### src/rtl/core/ndd_pkg.sv
package ndd_pkg;

    localparam int MAX_POINTS_DEF = 16;
    localparam int FRAC_BITS_DEF  = 16;

    localparam logic       FUNC_LOAD    = 1'b0;
    localparam logic       FUNC_EVAL    = 1'b1;
    localparam logic       KIND_LOAD    = 1'b0;
    localparam logic       KIND_EVAL    = 1'b1;
    localparam logic [1:0] ST_OK        = 2'd0;
    localparam logic [1:0] ST_REPEAT    = 2'd1;
    localparam logic [1:0] ST_NODATA    = 2'd2;
    localparam logic [1:0] ST_SAT       = 2'd3;

    typedef struct packed {
        logic               func;
        logic signed [31:0] point_x;
        logic signed [31:0] point_y;
        logic               last_point;
        logic signed [31:0] query_x;
    } in_item_t;

    typedef struct packed {
        logic               result_kind;
        logic signed [31:0] interp_value;
        logic [1:0]         status;
    } out_item_t;

    typedef enum logic [3:0] {
        OP_NONE   = 4'd0,
        OP_STORE  = 4'd1,
        OP_CMP    = 4'd2,
        OP_DIFF   = 4'd3,
        OP_DIVST  = 4'd4,
        OP_DIVWR  = 4'd5,
        OP_EVINIT = 4'd6,
        OP_EVADD  = 4'd7,
        OP_EVMUL  = 4'd8,
        OP_EVWR   = 4'd9,
        OP_RDPAIR = 4'd10
    } op_t;

    typedef struct packed {
        op_t        op;
        logic [8:0] ia;
        logic [8:0] ib;
        logic [8:0] ic;
    } cmd_t;

    typedef struct packed {
        logic div_done;
        logic mul_done;
        logic eq;
        logic ovf;
    } stat_t;

    function automatic logic signed [31:0] sat33(input logic signed [32:0] v,
                                                 inout logic ovf);
        logic signed [31:0] r;
        r = v[31:0];
        if (v > 33'sd2147483647) begin
            r = 32'sh7fffffff;
            ovf = 1'b1;
        end else if (v < -33'sd2147483648) begin
            r = 32'sh80000000;
            ovf = 1'b1;
        end
        return r;
    endfunction

endpackage

### src/rtl/core/ndd_ctrl.sv
module ndd_ctrl #(
    parameter int MAX_POINTS = 16
) (
    input  logic              clk,
    input  logic              rst_n,
    input  logic              in_valid,
    output logic              in_ready,
    input  ndd_pkg::in_item_t item,
    output ndd_pkg::cmd_t     cmd,
    input  ndd_pkg::stat_t    stat,
    input  logic signed [31:0] acc,
    output logic              out_valid,
    input  logic              out_ready,
    output ndd_pkg::out_item_t res
);
    import ndd_pkg::*;

    typedef enum logic [10:0] {
        S_IDLE  = 11'b00000000001,
        S_CMPRD = 11'b00000000010,
        S_CMPCK = 11'b00000000100,
        S_DVRD  = 11'b00000001000,
        S_DVST  = 11'b00000010000,
        S_DVWT  = 11'b00000100000,
        S_EVRD  = 11'b00001000000,
        S_EVADD = 11'b00010000000,
        S_EVMUL = 11'b00100000000,
        S_EVWT  = 11'b01000000000,
        S_OUT   = 11'b10000000000
    } state_t;

    localparam int PW = $clog2(MAX_POINTS + 1);

    state_t          state_reg, state_next;
    logic [PW-1:0]   cnt_reg, cnt_next;
    logic            valid_reg, valid_next;
    logic [8:0]      i_reg, i_next, j_reg, j_next, k_reg, k_next;
    out_item_t       res_reg, res_next;
    logic            acc_ok;
    logic            sat_fix;
    logic [8:0]      n9;

    assign acc_ok   = in_valid && in_ready;
    assign in_ready = (state_reg == S_IDLE);
    assign sat_fix  = (state_reg == S_OUT) && res_reg.result_kind == KIND_LOAD
                      && res_reg.status == ST_OK && valid_reg && stat.ovf;
    assign out_valid = (state_reg == S_OUT) && !sat_fix;
    assign res      = res_reg;
    assign n9       = 9'(cnt_reg);

    always_ff @(posedge clk or negedge rst_n)
    begin
        if (!rst_n)
        begin
            state_reg <= S_IDLE;
            cnt_reg   <= '0;
            valid_reg <= 1'b0;
        end
        else
        begin
            state_reg <= state_next;
            cnt_reg   <= cnt_next;
            valid_reg <= valid_next;
        end
    end

    always_ff @(posedge clk)
    begin
        i_reg   <= i_next;
        j_reg   <= j_next;
        k_reg   <= k_next;
        res_reg <= res_next;
    end

    always_comb
    begin
        state_next = state_reg;
        cnt_next   = cnt_reg;
        valid_next = valid_reg;
        i_next     = i_reg;
        j_next     = j_reg;
        k_next     = k_reg;
        res_next   = res_reg;
        cmd        = '{op: OP_NONE, ia: i_reg, ib: j_reg, ic: j_reg};
        case (state_reg)
            S_IDLE:
            begin
                if (acc_ok && item.func == FUNC_LOAD)
                begin
                    automatic logic [PW-1:0] c = valid_reg ? '0 : cnt_reg;
                    valid_next = 1'b0;
                    if (c < PW'(MAX_POINTS))
                    begin
                        cmd.op = OP_STORE;
                        cmd.ia = 9'(c);
                        c = c + 1'b1;
                    end
                    cnt_next = c;
                    if (item.last_point)
                    begin
                        res_next = '{result_kind: KIND_LOAD, interp_value: 32'sh0,
                                     status: ST_OK};
                        i_next = 9'd0;
                        j_next = 9'd1;
                        state_next = S_CMPRD;
                    end
                end
                else if (acc_ok)
                begin
                    res_next = '{result_kind: KIND_EVAL, interp_value: 32'sh0,
                                 status: ST_NODATA};
                    if (valid_reg)
                    begin
                        i_next = n9 - 9'd1;
                        state_next = S_EVRD;
                        cmd.op = OP_EVINIT;
                    end
                    else
                        state_next = S_OUT;
                end
            end
            S_CMPRD:
            begin
                if (j_reg >= n9)
                begin
                    if (n9 <= 9'd1)
                    begin
                        cmd.op = OP_CMP;
                        valid_next = 1'b1;
                        state_next = S_OUT;
                    end
                    else
                    begin
                        i_next = 9'd0;
                        k_next = 9'd1;
                        j_next = n9 - 9'd1;
                        state_next = S_DVRD;
                    end
                end
                else
                begin
                    cmd.op = (i_reg == 9'd0 && j_reg == 9'd1) ? OP_CMP : OP_RDPAIR;
                    state_next = S_CMPCK;
                end
            end
            S_CMPCK:
            begin
                if (stat.eq)
                begin
                    res_next.status = ST_REPEAT;
                    cnt_next = '0;
                    state_next = S_OUT;
                end
                else
                begin
                    if (j_reg + 9'd1 >= n9)
                    begin
                        i_next = i_reg + 9'd1;
                        j_next = i_reg + 9'd2;
                    end
                    else
                        j_next = j_reg + 9'd1;
                    state_next = S_CMPRD;
                end
            end
            S_DVRD:
            begin
                cmd.ia = j_reg;
                cmd.ib = j_reg - 9'd1;
                cmd.op = OP_RDPAIR;
                state_next = S_DVST;
            end
            S_DVST:
            begin
                cmd.ia = j_reg;
                cmd.ib = j_reg - k_reg;
                cmd.op = OP_DIFF;
                state_next = S_DVWT;
            end
            S_DVWT:
            begin
                if (i_reg == 9'd0)
                begin
                    cmd.op = OP_DIVST;
                    i_next = 9'd1;
                end
                else if (stat.div_done)
                begin
                    cmd.op = OP_DIVWR;
                    cmd.ic = j_reg;
                    i_next = 9'd0;
                    if (j_reg > k_reg)
                    begin
                        j_next = j_reg - 9'd1;
                        state_next = S_DVRD;
                    end
                    else if (k_reg + 9'd1 < n9)
                    begin
                        k_next = k_reg + 9'd1;
                        j_next = n9 - 9'd1;
                        state_next = S_DVRD;
                    end
                    else
                    begin
                        valid_next = 1'b1;
                        state_next = S_OUT;
                    end
                end
            end
            S_EVRD:
            begin
                cmd.ia = i_reg;
                cmd.op = OP_RDPAIR;
                state_next = S_EVADD;
            end
            S_EVADD:
            begin
                cmd.op = OP_EVADD;
                if (i_reg == 9'd0)
                begin
                    j_next = 9'd1;
                    state_next = S_EVWT;
                end
                else
                begin
                    i_next = i_reg - 9'd1;
                    state_next = S_EVMUL;
                end
            end
            S_EVMUL:
            begin
                cmd.ia = i_reg;
                cmd.op = OP_RDPAIR;
                j_next = 9'd0;
                state_next = S_EVWT;
            end
            S_EVWT:
            begin
                if (i_reg == 9'd0 && j_reg == 9'd1)
                begin
                    res_next.interp_value = acc;
                    res_next.status = stat.ovf ? ST_SAT : ST_OK;
                    state_next = S_OUT;
                end
                else if (j_reg == 9'd0)
                begin
                    cmd.op = OP_EVMUL;
                    j_next = 9'd2;
                end
                else
                begin
                    cmd.ia = i_reg;
                    cmd.op = OP_RDPAIR;
                    state_next = S_EVADD;
                    j_next = (i_reg == 9'd0) ? 9'd1 : 9'd3;
                end
            end
            S_OUT:
            begin
                if (sat_fix)
                    res_next.status = ST_SAT;
                else if (out_ready)
                    state_next = S_IDLE;
            end
            default:
                state_next = S_IDLE;
        endcase
    end

endmodule

### config.mk
export PLATFORM = sky130hd
export DESIGN_NAME = ndd_ctrl
export DESIGN_NICKNAME = d
export VERILOG_FILES = /design/src/rtl/core/ndd_pkg.sv /design/src/rtl/core/ndd_ctrl.sv
export SDC_FILE = /design/constraint.sdc
export NUM_CORES = 1
export LEC_CHECK = 0
export BUFFER_PORTS_ARGS = -buffer_cell sky130_fd_sc_hd__buf_2
export CORE_ASPECT_RATIO = 0.6
export CORE_MARGIN = 2
export CORE_UTILIZATION = 50
export CTS_CLUSTER_DIAMETER = 30
export DETAILED_ROUTE_END_ITERATION = 10
export GPL_TIMING_DRIVEN = 0
export MAX_ROUTING_LAYER = met4
export PLACE_DENSITY = 0.81
export SYNTH_ARGS = -nofsm -noshare
export SYNTH_HDL_FRONTEND = slang
export SYNTH_SLANG_ARGS = --single-unit
### constraint.sdc
create_clock -name clk -period 10.8 [get_ports clk]
set_input_delay 0.54 -clock clk [delete_from_list [all_inputs] [get_ports clk]]
set_output_delay 0.54 -clock clk [all_outputs]
set_load 0.1 [all_outputs]
==> impl_metrics.toml, run 1 <==
[logic_synthesis]
synth_cells = 592
synth_fp_nets = 771
ys_types = 79
synth-edff-count = 62
synth_area_um2 = 5700
ys_warn_count = 0
syn_avg_cell_area_um2 = 9.63
ys.flop_type = "edfxtp_1"
ys_async_sr_fraction_pct = 21.5
yosysSeqAreaShare_pct = 40.1
ys_seq_elements = 79

[floorplan]
chipHeight_um = 86.7
dieArea_um2 = 12300
io-pin-count = 206
rows = 30
fp.dieW_um = 142
core_area_um2 = 11200
start_util_pct = 50.8

[clock_tree]
ctsHoldBuffers = 0
cts_max_path_buffers = 2
clk_pin_slew_worst_paths_ns = 0.06
cts_setup_buffers = 0
cts-root-buf = "clkbuf_16"
htreeDepth = 3
clkLatencyLatePin_ns = 0.34
cts_buffers = 9
cts_tree = "done"
cts_resized = 0
cts_sinks = 79

[timing]
worst_pin_slew_ns = 1.03
final.setup.tns_ns = 0
fin_crit_ns = 4.13
setup_viol = 0
fin_ws_ns = 6.67
grt_setup_unrepaired = "no"
slew_viol_final = 0
layout_worst_path_cycle_share_pct = 38.2
max_freq_mhz = 242
clock_skew_ns = 0.00645
finalHoldViolations = 0
max_slew_margin_pct = 31.0

[finish]
instances_no_fill = 861
area_growth_pct = 18.0
drive_gt1_share_pct = 21.8
postLayoutCellArea_um2 = 6730
largest_reg_flops = 35
nNetsFinal = 891
antennaDiodeCount = 0

[worst_hold_path]
hp-class = "input pin to asynchronous set/reset pin"

[worst_setup_path]
critPathKind = "flip-flop to flip-flop"
r2r_slack_ns = 6.67
r2r_start = "state_reg[5]"
critical_path.endpoint = "i_reg[8]"
cp.required_ns = 10.87
r2r_end = "i_reg[8]"
reg2reg_depth = 12
worstPathMaxFanout = 14
worst_path_largest_cell_delay_ns = 0.67
cp_cell_sequence = "nor4_2 > nand3_1 > or4b_1 > inv_1 > ha_1 > a21o_1 > a211oi_1 > nor2_1 > o41ai_1 > xor2_1 > nand2_1 > o211ai_1"
worstPathArrival_ns = 4.20
endpoint_kind = "flip-flop"
cp_slowest_cell = "or4b_1"
critPathLaunch = "state_reg[5]"
cp-start-kind = "flip-flop"

[global_routing]
grt_antenna_before_repair = 0
grt_overflow = 0
grt_pass1_vias = 4979
grt_pass1_wl_um = 26100
grtUsageTotal_pct = 28.7
grt_max_degree = 33

[routing]
drtAntennaViolNets = 0
drt_iter0_drc = 491
vias_per_cell = 6.07
wl_um = 17100
wl_per_cell_um = 19.9
dr.pass1.iters = 5
vias = 5227
drc_errors = 0

[status]
status = "completed"

[placement]
gp_congestion = 0.965
place_inst = 845
port-buffer-count = 108
dp_hpwl_um = 13200
placed_cell_area_um2 = 6440
place_ws_ns = 6.85

[run]
drv_cap = 0
-- routing by layer --
metal  share of wire [%]  GRT usage (%)  wire [um]  vias to the layer above
met1                  46           41.6       7830                     2515
met2                  43           40.2       7370                      264
li1                    -              -          -                     2423
met3                 9.9           7.73       1690                       25
met5                   0              -          0                        -
met4                 1.2           6.55        208                        0
-- worst max-delay path: cells and delay by family (launching register included) --
family | cells | cell delay [ns]
AOI/OAI and AO/OA | 4 | 0.89
xor gates and xnor gates | 1 | 0.15
adders and majority gates | 1 | 0.36
buffers and inverters | 1 | 0.45
DFF | 1 | 0.43
and+or+nand+nor | 5 | 1.57
-- area by class of cell --
| type | instances | area, um2 |
|---|---|---|
| Multi-Input combinational cell | 461 | 3230 |
| Sequential cell | 79 | 2290 |
| Fill cell | 976 | 4500 |
| Clock inverter | 4 | 47.5 |
| Inverter | 29 | 109 |
| Buffer | 23 | 92.6 |
| Timing Repair Buffer | 109 | 546 |
| Clock buffer | 12 | 236 |
| Tap cell | 144 | 180 |
-- metrics by stage --
| step | hold slack, ns | utilization, % |
|---|---|---|
| final | 0.125 | 59.9 |
| after global routing | 0.147 | 59.9 |
| after CTS | 0.138 | 59.9 |
| after detailed placement | 0.496 | 57.4 |
| after global placement | 0.484 | 57.2 |
| after floorplan | 0.244 | - |
-- synth_stat cells, types with 5 or more instances --
cell / count / area (um2)
a211oi_1: 7 / 52.6
and2_1: 42 / 263
o21ai_0: 36 / 180
nand2b_1: 8 / 50.1
ha_1: 39 / 488
o22ai_1: 7 / 43.8
and3_1: 8 / 50.1
buf_2: 5 / 25.0
nand2_1: 42 / 158
dfrtp_1: 16 / 400
nor4_1: 12 / 75.1
a21o_1: 7 / 52.6
nor2b_1: 5 / 31.3
a22o_1: 5 / 43.8
edfxtp_1: 62 / 1860
nand3_1: 22 / 110
clkbuf_1: 17 / 63.8
o211ai_1: 6 / 45.0
xor2_1: 13 / 114
a21oi_1: 22 / 110
inv_1: 26 / 97.6
nand4_1: 7 / 43.8
xnor2_1: 26 / 228
nor3_1: 13 / 65.1
mux2i_1: 8 / 80.1
nor2_1: 44 / 165
-- worst min path at each step --
stage / slack [ns] / endpoint / depth (start not counted)
final: 0.12 / cnt_reg[4] / 1
after global routing: 0.15 / cnt_reg[2] / 1
after CTS: 0.14 / cnt_reg[4] / 1
after detailed placement: 0.50 / cnt_reg[3] / 1
after global placement: 0.48 / cnt_reg[1] / 1
after floorplan: 0.24 / cnt_reg[0] / 0
-- logic make-up (layout without fill, tap and decap cells) --
group / Yosys count / after routing / share of synthesized area [%]
AO/OA/AOI/OAI: 133 / 133 / 15.9
XOR/XNOR: 39 / 39 / 5.99
adder cells (fa/ha/maj): 41 / 41 / 9.26
buffers and inverters: 52 / 177 / 3.53
flip-flops: 79 / 79 / 40.1
multiplexers: 10 / 10 / 1.80
AND/OR/NAND/NOR: 238 / 238 / 23.4
-- cell usage in the layout, fill, tap and decap left out, types with 4 or more instances in the layout --
cell	netlist	routed
nand3_1	22	22
nand2b_1	8	8
and3_1	8	8
a22o_1	5	5
nand4_1	7	7
or3_1	4	4
edfxtp_1	62	62
and2_1	42	42
clkbuf_16	0	9
xor2_1	13	13
clkbuf_1	17	20
o211ai_1	6	6
nor3_1	13	12
nor4_1	12	12
o21ai_0	36	36
inv_1	26	26
nand2_1	42	42
o22ai_1	7	7
nor2_1	44	44
a21oi_1	22	21
xnor2_1	26	26
buf_2	5	114
nor2b_1	5	5
a21boi_0	4	4
a21o_1	7	7
a221o_1	4	4
or4_1	4	4
ha_1	39	39
mux2i_1	8	8
dfrtp_1	16	16
a31oi_1	4	4
a211oi_1	7	7
o41ai_1	4	4
Power of run 1 is not shown: default switching activity piles up to over one toggle a cycle in this logic, so the estimate is an artifact.
==> run 2, diff against run 1 <==
--- a/config.mk
+++ b/config.mk
@@ -5,6 +5,7 @@
 export SDC_FILE = /design/constraint.sdc
 export NUM_CORES = 1
 export LEC_CHECK = 0
+export ABC_AREA = 1
 export BUFFER_PORTS_ARGS = -buffer_cell sky130_fd_sc_hd__buf_2
 export CORE_ASPECT_RATIO = 0.6
 export CORE_MARGIN = 2
@@ -13,7 +14,7 @@
 export DETAILED_ROUTE_END_ITERATION = 10
 export GPL_TIMING_DRIVEN = 0
 export MAX_ROUTING_LAYER = met4
-export PLACE_DENSITY = 0.81
+export PLACE_DENSITY = 0.8
 export SYNTH_ARGS = -nofsm -noshare
 export SYNTH_HDL_FRONTEND = slang
 export SYNTH_SLANG_ARGS = --single-unit
==> constraint.sdc (replaced) <==
create_clock -name clk -period 4.2 [get_ports clk]
set_input_delay 0.21 -clock clk [delete_from_list [all_inputs] [get_ports clk]]
set_output_delay 0.21 -clock clk [all_outputs]
set_load 0.1 [all_outputs]
==> impl_metrics.toml, run 2 <==
[worst_setup_path]
r2r_start = "k_reg[0]"
r2r_end = "j_reg[3]"
r2r_slack_ns = 0.62
cp-start-kind = "flip-flop"
worstPathArrival_ns = 3.55
endpoint_kind = "flip-flop"
worstPathMaxFanout = 9
reg2reg_depth = 16
critPathKind = "flip-flop to flip-flop"
cp.required_ns = 4.17

[logic_synthesis]
synth_most_common_cell = "nand2_1"
synth_top_family_by_area = "simple AND/OR/NAND/NOR gates"
ys_warn_count = 0
synthAdderAreaFrac_pct = 8.45
ys_seq_elements = 79
synth-edff-count = 62
synth_fp_nets = 1026
synth_area_um2 = 6250
synth-xor-area-share_pct = 3.22
synth_area_leaders = "edfxtp_1 (30%), nand2_1 (10%), inv_1 (8.2%), ha_1 (7.8%), nor2_1 (7.1%)"
synth_cells = 847
synthTopCellsByCount = "nand2_1 (170), inv_1 (136), nor2_1 (118), nand3_1 (68), edfxtp_1 (62)"
ys.flop_type = "edfxtp_1"
ys_async_sr_fraction_pct = 21.5
synth_compound_area_share_pct = 11.1
yosysTopAreaCell = "edfxtp_1"
ys_types = 49
synth_mux_area_share_pct = 0
netlist.area_leader.share_pct = 29.8
yosysSeqAreaShare_pct = 36.6
synthSimpleGateAreaFrac_pct = 30.7
syn_avg_cell_area_um2 = 7.38

[clock_tree]
cts_max_path_buffers = 2
cts-root-buf = "clkbuf_16"
cts_setup_buffers = 0
clkLatencyLatePin_ns = 0.34
htreeDepth = 3
cts_buffers = 9
cts_sinks = 79
cts_tree = "done"
clk_pin_slew_worst_paths_ns = 0.06

[routing]
dr.pass1.iters = 6
drc_errors = 0
drt_iter0_drc = 817
drtAntennaViolNets = 0
wl_um = 18500
vias_per_cell = 5.53
vias = 6291
wl_per_cell_um = 16.3

[global_routing]
grt_pass1_wl_um = 28900
grt_pass1_vias = 5423
grt_max_degree = 33
grt_overflow = 0
grtUsageTotal_pct = 28.4
grt_antenna_before_repair = 0

[timing]
clock_skew_ns = 0.0104
finalHoldViolations = 0
final.setup.tns_ns = 0
max_slew_margin_pct = 37.5
slew_viol_final = 0
setup_viol = 0
fin_crit_ns = 3.58
grt_setup_unrepaired = "no"
max_freq_mhz = 279
layout_worst_path_cycle_share_pct = 85.3
worst_pin_slew_ns = 0.934

[finish]
seq_area_um2 = 2290
drive_gt1_share_pct = 17.9
multi_input_area_um2 = 3350
nNetsFinal = 1146
final_common_cell = "nand2_1"
largest_reg_flops = 35
antennaDiodeCount = 0
fillers = 1148
instances_no_fill = 1137
area_growth_pct = 17.0
layout_common_cells = "nand2_1 (170), inv_1 (136), nor2_1 (117), buf_2 (111), nand3_1 (68)"

[worst_hold_path]
hp-class = "input pin to flip-flop"
min_to = "res[5]"
whs_path_depth = 3
min-delay-start = "acc[3]"

[floorplan]
core_area_um2 = 12100
start_util_pct = 51.5
io-pin-count = 206
rows = 31
dieArea_um2 = 13400
fp.dieW_um = 148
chipHeight_um = 90.6

[placement]
port-buffer-count = 108
place_inst = 1120
dp_hpwl_um = 14800
gp_congestion = 1.03

[run]
drv_cap = 0

[status]
status = "completed"
[run 2: timing repair]
action,CTS,global route
resized for setup,0,0
hold endpoints to repair,16,0
hold buffers,1,0
[run 2: metal layers]
layer  global-route usage [%]  share of wire (%)  vias up
li1                         -                  -     3047
met1                     43.3                 46     2853
met2                     36.3                 39      369
met3                     10.0                 14       22
met4                     4.21                1.0        0
met5                        -                  0        -
[run 2: worst max-delay path: stages (launching register included)]
cell and delay [ns]:
edfxtp_1 0.43, ha_1 0.27, nand2_1 0.10, nor2_1 0.22, inv_1 0.09, nor2_1 0.13
nor2_1 0.07, ha_1 0.28, nand2_1 0.10, inv_1 0.05, nand2_1 0.06, nand4_1 0.10
nor2_1 0.11, nand3_1 0.20, nand3_1 0.22, inv_1 0.06, nor2_1 0.72
[run 2: per-stage QoR]
step | area [um2] | setup WS, ns | hold slack (ns) | util (%)
floorplan | 6250 | 0.0748 | -0.0856 | -
global placement | 7000 | 0.0611 | 0.164 | 57.7
detailed placement | 7010 | 0.729 | 0.167 | 57.7
CTS | 7310 | 0.692 | 0.156 | 60.2
global route | 7310 | 0.318 | 0.161 | 60.2
finish | 7310 | 0.616 | 0.158 | 60.2
[run 2: cell families (layout without fill, tap and decap cells)]
group	count (synthesis)	in the layout
fa+ha+maj	41	41
xor+xnor	23	23
buf+inv	159	284
compound gates	119	119
flops	79	79
simple gates	426	426
[run 2: cell type report]
cell class	instances	area share [%]
timing repair buffer	109	7.53
inverter	147	7.54
tap	165	2.82
clock buffer	10	3.13
multi-input combinational	609	45.8
sequential	79	31.3
buffer	12	0.924
clock inverter	6	0.924
[run 2: how the worst max path moves through the flow]
stage,startpoint,endpoint,cells after the start,slack [ns]
floorplan,j_reg[0],cmd[17],11,0.07
global placement,j_reg[4],res[31],9,0.06
detailed placement,k_reg[0],j_reg[8],16,0.73
global route,k_reg[0],k_reg[3],16,0.32
finish,k_reg[0],j_reg[3],16,0.62
CTS,k_reg[0],j_reg[3],16,0.69
Power of run 2 is left out for the same reason.
